**src/rv32_pkg.sv**
```systemverilog
package rv32_pkg;

    localparam int NUM_REGS = 32;
    localparam int REG_IDX_W = $clog2(NUM_REGS);

    localparam logic [6:0] OP_LUI    = 7'h37;
    localparam logic [6:0] OP_AUIPC  = 7'h17;
    localparam logic [6:0] OP_JAL    = 7'h6F;
    localparam logic [6:0] OP_JALR   = 7'h67;
    localparam logic [6:0] OP_COND_BR = 7'h63;
    localparam logic [6:0] OP_IMM    = 7'h13;
    localparam logic [6:0] OP_REG    = 7'h33;

    localparam logic [6:0] F7_BASE = 7'h00;
    localparam logic [6:0] F7_ALT  = 7'h20;
    localparam logic [6:0] F7_MULDIV = 7'h01;

    // Commands from the controller to the datapath
    typedef struct packed {
        logic load_pc;      // load pc from start address
        logic latch_instr;  // capture instruction
        logic read_regs;    // read register file operands
        logic exec;         // compute result
        logic div_start;    // launch divider
        logic commit;       // write back and present result
    } rv32_cmd_t;

    // Status from the datapath to the controller
    typedef struct packed {
        logic needs_div;
        logic div_done;
    } rv32_stat_t;

endpackage

```
**src/rv32_ctrl.sv**
```systemverilog
module rv32_ctrl (
    input  logic                 clk,
    input  logic                 rst_n,
    input  logic                 in_valid,
    output logic                 in_ready,
    output logic                 out_valid,
    input  logic                 out_ready,
    input  logic                 cfg_valid,
    output logic                 cfg_ready,
    input  rv32_pkg::rv32_stat_t stat,
    output rv32_pkg::rv32_cmd_t  cmd
);
    import rv32_pkg::*;

    typedef enum logic [2:0] {
        ST_IDLE, ST_READ, ST_EXEC, ST_DIV, ST_DIVWAIT, ST_COMMIT
    } state_t;

    state_t state_reg;
    logic   ov_reg;
    logic   cfg_go;

    // Take items only when idle and no start address write is waiting;
    // take start address writes only when nothing is in flight
    assign in_ready  = state_reg == ST_IDLE && !cfg_valid;
    assign cfg_ready = state_reg == ST_IDLE && !ov_reg;
    assign out_valid = ov_reg;
    assign cfg_go    = cfg_valid && cfg_ready;

    always_comb
    begin
        cmd = '0;
        cmd.load_pc     = cfg_go;
        cmd.latch_instr = in_valid && in_ready;
        cmd.read_regs   = state_reg == ST_READ;
        cmd.exec        = state_reg == ST_EXEC;
        cmd.div_start   = state_reg == ST_DIV;
        cmd.commit      = state_reg == ST_COMMIT && (!ov_reg || out_ready);
    end

    // Sequence one item through read, execute, optional divide and commit
    always_ff @(posedge clk or negedge rst_n)
    begin
        if (!rst_n)
        begin
            state_reg <= ST_IDLE;
            ov_reg <= 1'b0;
        end
        else
        begin
            if (cmd.commit)
                ov_reg <= 1'b1;
            else if (ov_reg && out_ready)
                ov_reg <= 1'b0;
            unique case (state_reg)
                ST_IDLE:    if (in_valid && in_ready) state_reg <= ST_READ;
                ST_READ:    state_reg <= ST_EXEC;
                ST_EXEC:    state_reg <= stat.needs_div ? ST_DIV : ST_COMMIT;
                ST_DIV:     state_reg <= ST_DIVWAIT;
                ST_DIVWAIT: if (stat.div_done) state_reg <= ST_COMMIT;
                ST_COMMIT:  if (cmd.commit) state_reg <= ST_IDLE;
                default:    state_reg <= ST_IDLE;
            endcase
        end
    end
endmodule

```
**config.mk**
```make
export PLATFORM = sky130hd
export DESIGN_NAME = rv32_ctrl
export DESIGN_NICKNAME = d
export VERILOG_FILES = /design/src/rv32_pkg.sv /design/src/rv32_ctrl.sv
export SDC_FILE = /design/constraint.sdc
export NUM_CORES = 1
export LEC_CHECK = 0
export BUFFER_PORTS_ARGS = -buffer_cell sky130_fd_sc_hd__buf_2
export CORE_AREA = 4 4 41 43
export CTS_CLUSTER_SIZE = 10
export DETAILED_ROUTE_END_ITERATION = 12
export DIE_AREA = 0 0 45 47
export SLEW_MARGIN = 15
export SYNTH_ARGS = -nofsm -noshare
export SYNTH_HDL_FRONTEND = slang
export SYNTH_SLANG_ARGS = --single-unit
```
**constraint.sdc**
```tcl
create_clock -name clk -period 1 [get_ports clk]
set_input_delay 0.05 -clock clk [delete_from_list [all_inputs] [get_ports clk]]
set_output_delay 0.05 -clock clk [all_outputs]
set_load 0.02 [all_outputs]
```
---- After elaboration in Yosys (flattened, before gate mapping) ----
Cells that the tools add are included.
word-level totals
  register bits ........................... 4
  bits in latches ......................... 0
  memory bits (writable) .................. 0
  memory bits (read-only) ................. 0
  bits of input ports ..................... 7
  output and inout port bits .............. 9
  logic and storage cells ................. 29
  memories kept ........................... 0
operators by class
  $add $sub $neg .......................... 0
  multipliers ............................. 0
  divide/modulo/power cells ............... 0
  $lt $le $gt $ge ......................... 0
  equal/unequal tests ..................... 8
  shift-type cells ........................ 0
  mux-type cells .......................... 7
  bitwise gates (word level) .............. 0
  reductions and logical operators ........ 12
operators by type and width
  kind                number
  $pmux 3 s6          1
  $mux 3              4
  $eq 3x2->1 const B  2
  $eq 3x3->1 const B  2
  $logic_and 1x1->1   6
  $ne 2x2->1 const B  3
  $eq 3x1->1 const B  1
  $logic_not 3->1     1
  $reduce_and 3->1    1
  $logic_not 1->1     2
  $mux 1              2
  $reduce_bool 2->1   1
  $logic_or 1x1->1    1

---- Logic depth before layout (Yosys ltp) ----
  depth after elaboration ................. 5
  depth in mapped cells ................... 4
  depth with buffers taken out ............ 3

---- Worst setup path after synthesis ----
Ideal clock, no wire load.
  path kind ............................... register -> output
  from .................................... reg state_reg[2]
  to ...................................... out cmd[5] (netlist bit)
  arrival time ............................ 1214 ps
  data required time ...................... 950 ps
  setup slack ............................. -264 ps
  cell stages (with the launch flop) ...... 5
  path buffers ............................ 2
  cell sequence ........................... dfrtp_1 buf_6 nor4_4 and2_1 buf_4
on the way
  cells in the longest elaborated chain, start to end .. 3
ends and longest elaborated chain
  element                 RTL line         RTL
  start, declared         rv32_ctrl.sv:19  state_t state_reg;
  start signal, assigned  rv32_ctrl.sv:58  ST_EXEC: state_reg <= stat.needs_div ? ST_DIV : ST_COMMIT;
  $logic_not 3->1         rv32_ctrl.sv:26  assign cfg_ready = state_reg == ST_IDLE && !ov_reg;
  $logic_and 1x1->1       rv32_ctrl.sv:26
  via cfg_ready           rv32_ctrl.sv:9   output logic cfg_ready,
  $logic_and 1x1->1       rv32_ctrl.sv:28  assign cfg_go = cfg_valid && cfg_ready;
  end, declared           rv32_ctrl.sv:11  output rv32_pkg::rv32_cmd_t cmd
The timed path passes the listed nets, and every way through them passes these cells.

==> results_dict.tcl <==
set metrics [dict create \
    status "finished, violations left" \
    violations "setup timing" \
    worstPathRequired_ns 0.95 \
    synth-seq-cells 4 \
    antenna_found_initial 0 \
    synth_area_um2 326.6 \
    area_delta_synth_final_pct 102.7 \
    syn_area_per_cell_um2 9.896 \
    multi_input_area_um2 230.2 \
    synthArstFlopShare_pct 100.0 \
    track_usage_pct 11.66 \
    largest_reg_flops 3 \
    netlist_instances 33 \
    ys_types 17 \
    final_util_pct 50.87 \
    core_mm2 0.001301 \
    cts_root_buffer "clkbuf_4" \
    cts.path.max_buffers 2 \
    worstSkewPairLatency_ns 0.24 \
    cp.arrival_ns 1.33 \
    p_int_w 0.001253 \
    clkSinkCount 4 \
    end_kind "primary output" \
    wl_mm 1.116 \
    synth_area_leader_cell "dfrtp_1" \
    die_area_mm2 0.002115 \
    routed_via_density 4.987 \
    antenna_cells 0 \
    swShare_pct 42.35 \
    cts_max_level 1 \
    setup_viol 12 \
    tightest_slew_ns 0.2530 \
    synth_seq_area_share_pct 30.65 \
    path_clk_slew_ns 0.04 \
    grt_start_max_net_pins 6 \
    synth_nets 40 \
    drt-initial-drc-count 3 \
    synth_top_area_share_pct 30.65 \
    antenna_left 0 \
    cap_viol_max_count 0 \
    initial_core_util_pct 25.10 \
    cts_tree "built" \
    drc_errors 0 \
    seq_area_um2 103.9 \
    powerDensity_mw_per_mm2 3285 \
    die_y_um 47 \
    ios 16 \
    fin_nets 71 \
    std_cell_rows 13 \
    hpwl_um 639.7 \
    p_comb_share_pct 72.6 \
    hp-class "in -> reg" \
    grt_pass1_vias 371 \
    critPathKind "reg -> out" \
    switchingPower_w 0.0009208 \
    avgRoutedWirePerCell_um 14.49 \
    p_clk_share_pct 9.4 \
    routed-via-count 384 \
    ir_drop_v 0.001735 \
    rsz0062_at_grt "yes" \
    hold_violations 0 \
    layout-drive-gt1-share_pct 77.42 \
    clock_skew_ns 0.002031 \
    power.total_w 0.002174 \
    fill_cells 130 \
    grt_first_pass_wirelength_mm 1.662 \
    ys.flop_type "dfrtp_1" \
    slew_viol_final 0 \
    die_w_um 45 \
    p_seq_share_pct 18.1 \
    synth_area_leaders "dfrtp_1, nor4_4, buf_6" \
    gp_congestion 0.6962 \
    cts_buffers 3 \
    slew_headroom_pct 83.00 \
    power.leakage_nw 0.3117 \
    ys_warn_count 0 \
    drtPass1Iterations 4 \
    port_buffers 15 \
    max_freq_mhz 725.7 \
    yosys-top-cells-count "dfrtp_1, nor2_1, a21oi_1" \
    worstPathMaxFanout 4 \
    place_ws_ns -0.1623 \
    timing.final.crit_share_pct 137.8 \
    startpoint_type "flop" \
    synth_edf_count 0 \
    fin_ws_ns -0.3780 \
    overflow 0 \
    min_period_ns 1.378 \
]
==> per-stage QoR <==
stage	TNS [ns]	hold WS [ns]	std cells	area [um2]
3_5_place_dp	-0.9530	-0.1386	64	437.9
3_3_place_gp	-0.8047	-0.1359	64	437.9
6_report	-3.205	0.1127	77	661.9
2_1_floorplan	-0.5369	-0.2456	33	331.6
5_1_grt	-3.812	0.1339	77	661.9
4_1_cts	-2.884	0.1034	74	610.6
==> worst max-delay path: stages, from the launching register on <==
cell	delay, ns
dfrtp_2	0.46
nor4_4	0.34
and2_1	0.18
buf_6	0.11
==> layout by cell type (no fill, tap or decap), types with 2 or more instances in the layout <==
master,instances
a21oi_1,2
nor2_4,2
dfrtp_2,3
nor2_2,2
buf_6,14
clkbuf_4,3
nor2b_1,2
nor4_4,2
mux2i_1,2
buf_2,7
buf_4,7
nand2_1,2
==> layout make-up <==
| type | count | area share [%] |
|---|---|---|
| clock buffers | 3 | 3.403 |
| repair buffers | 30 | 41.59 |
| multi-input cells | 24 | 34.78 |
| inverters | 1 | 1.701 |
| flip-flops and latches | 4 | 15.69 |
| well taps | 15 | 2.836 |
==> path summary, 6_finish.rpt <==
kind	slack (ns)	end	from	cells past startpoint
setup reg to reg	-0.26	state_reg[1]$_DFFE_PN0P_	state_reg[1]$_DFFE_PN0P_	5
hold reg to reg	0.63	out_valid$_DFFE_PN0P_	out_valid$_DFFE_PN0P_	2
max in group asynchronous	0.72	state_reg[2]$_DFFE_PN0P_	rst_n	2
min in group asynchronous	0.15	out_valid$_DFFE_PN0P_	rst_n	2
hold / removal	0.11	out_valid$_DFFE_PN0P_	out_ready	3
setup / recovery	-0.38	cmd[5]	state_reg[1]$_DFFE_PN0P_	3
==> cell families (layout without fill, tap and decap cells) <==
| kind of cell | after synthesis | count (layout) | share of synthesized area, % |
|---|---|---|---|
| AO/OA/AOI/OAI | 5 | 5 | 9.196 |
| buffers and inverters | 5 | 34 | 14.17 |
| flip-flops | 4 | 4 | 30.65 |
| multiplexers | 3 | 3 | 10.73 |
| AND/OR/NAND/NOR | 16 | 16 | 35.25 |
==> per-layer routing <==
metal / up-vias / share of wire [%] / routed length (um) / track usage (%)
met5: - / 0 / 0 / 0
met4: 0 / 2.1 / 23 / 12.28
met1: 190 / 34 / 381 / 12.18
met2: 19 / 57 / 637 / 18.36
li1: 173 / - / - / -
met3: 2 / 6.5 / 73 / 3.065
==> power by group through the flow <==
| stage | combinational (W) | clock, W | sequential (W) |
|---|---|---|---|
| 6_report | 0.00158 | 0.000203 | 0.000393 |
| 3_5_place_dp | 0.000946 | 0 | 0.000372 |
| 2_1_floorplan | 0.000764 | 0 | 0.000285 |
| 5_1_grt | 0.00168 | 0.000221 | 0.000401 |
| 4_1_cts | 0.00137 | 0.000211 | 0.000389 |
| 3_3_place_gp | 0.000936 | 0 | 0.000368 |
==> what timing repair did <==
action | 4_1_cts | 5_1_grt
setup buffers | 6 | 5
hold buffers | 1 | 0
gates resized for setup | 29 | 8
hold endpoints to repair | 4 | 0
endpoints found under the setup margin | 11 | 11
pin swaps | 3 | 4
Note: power is estimated with default switching activity, not from simulation.
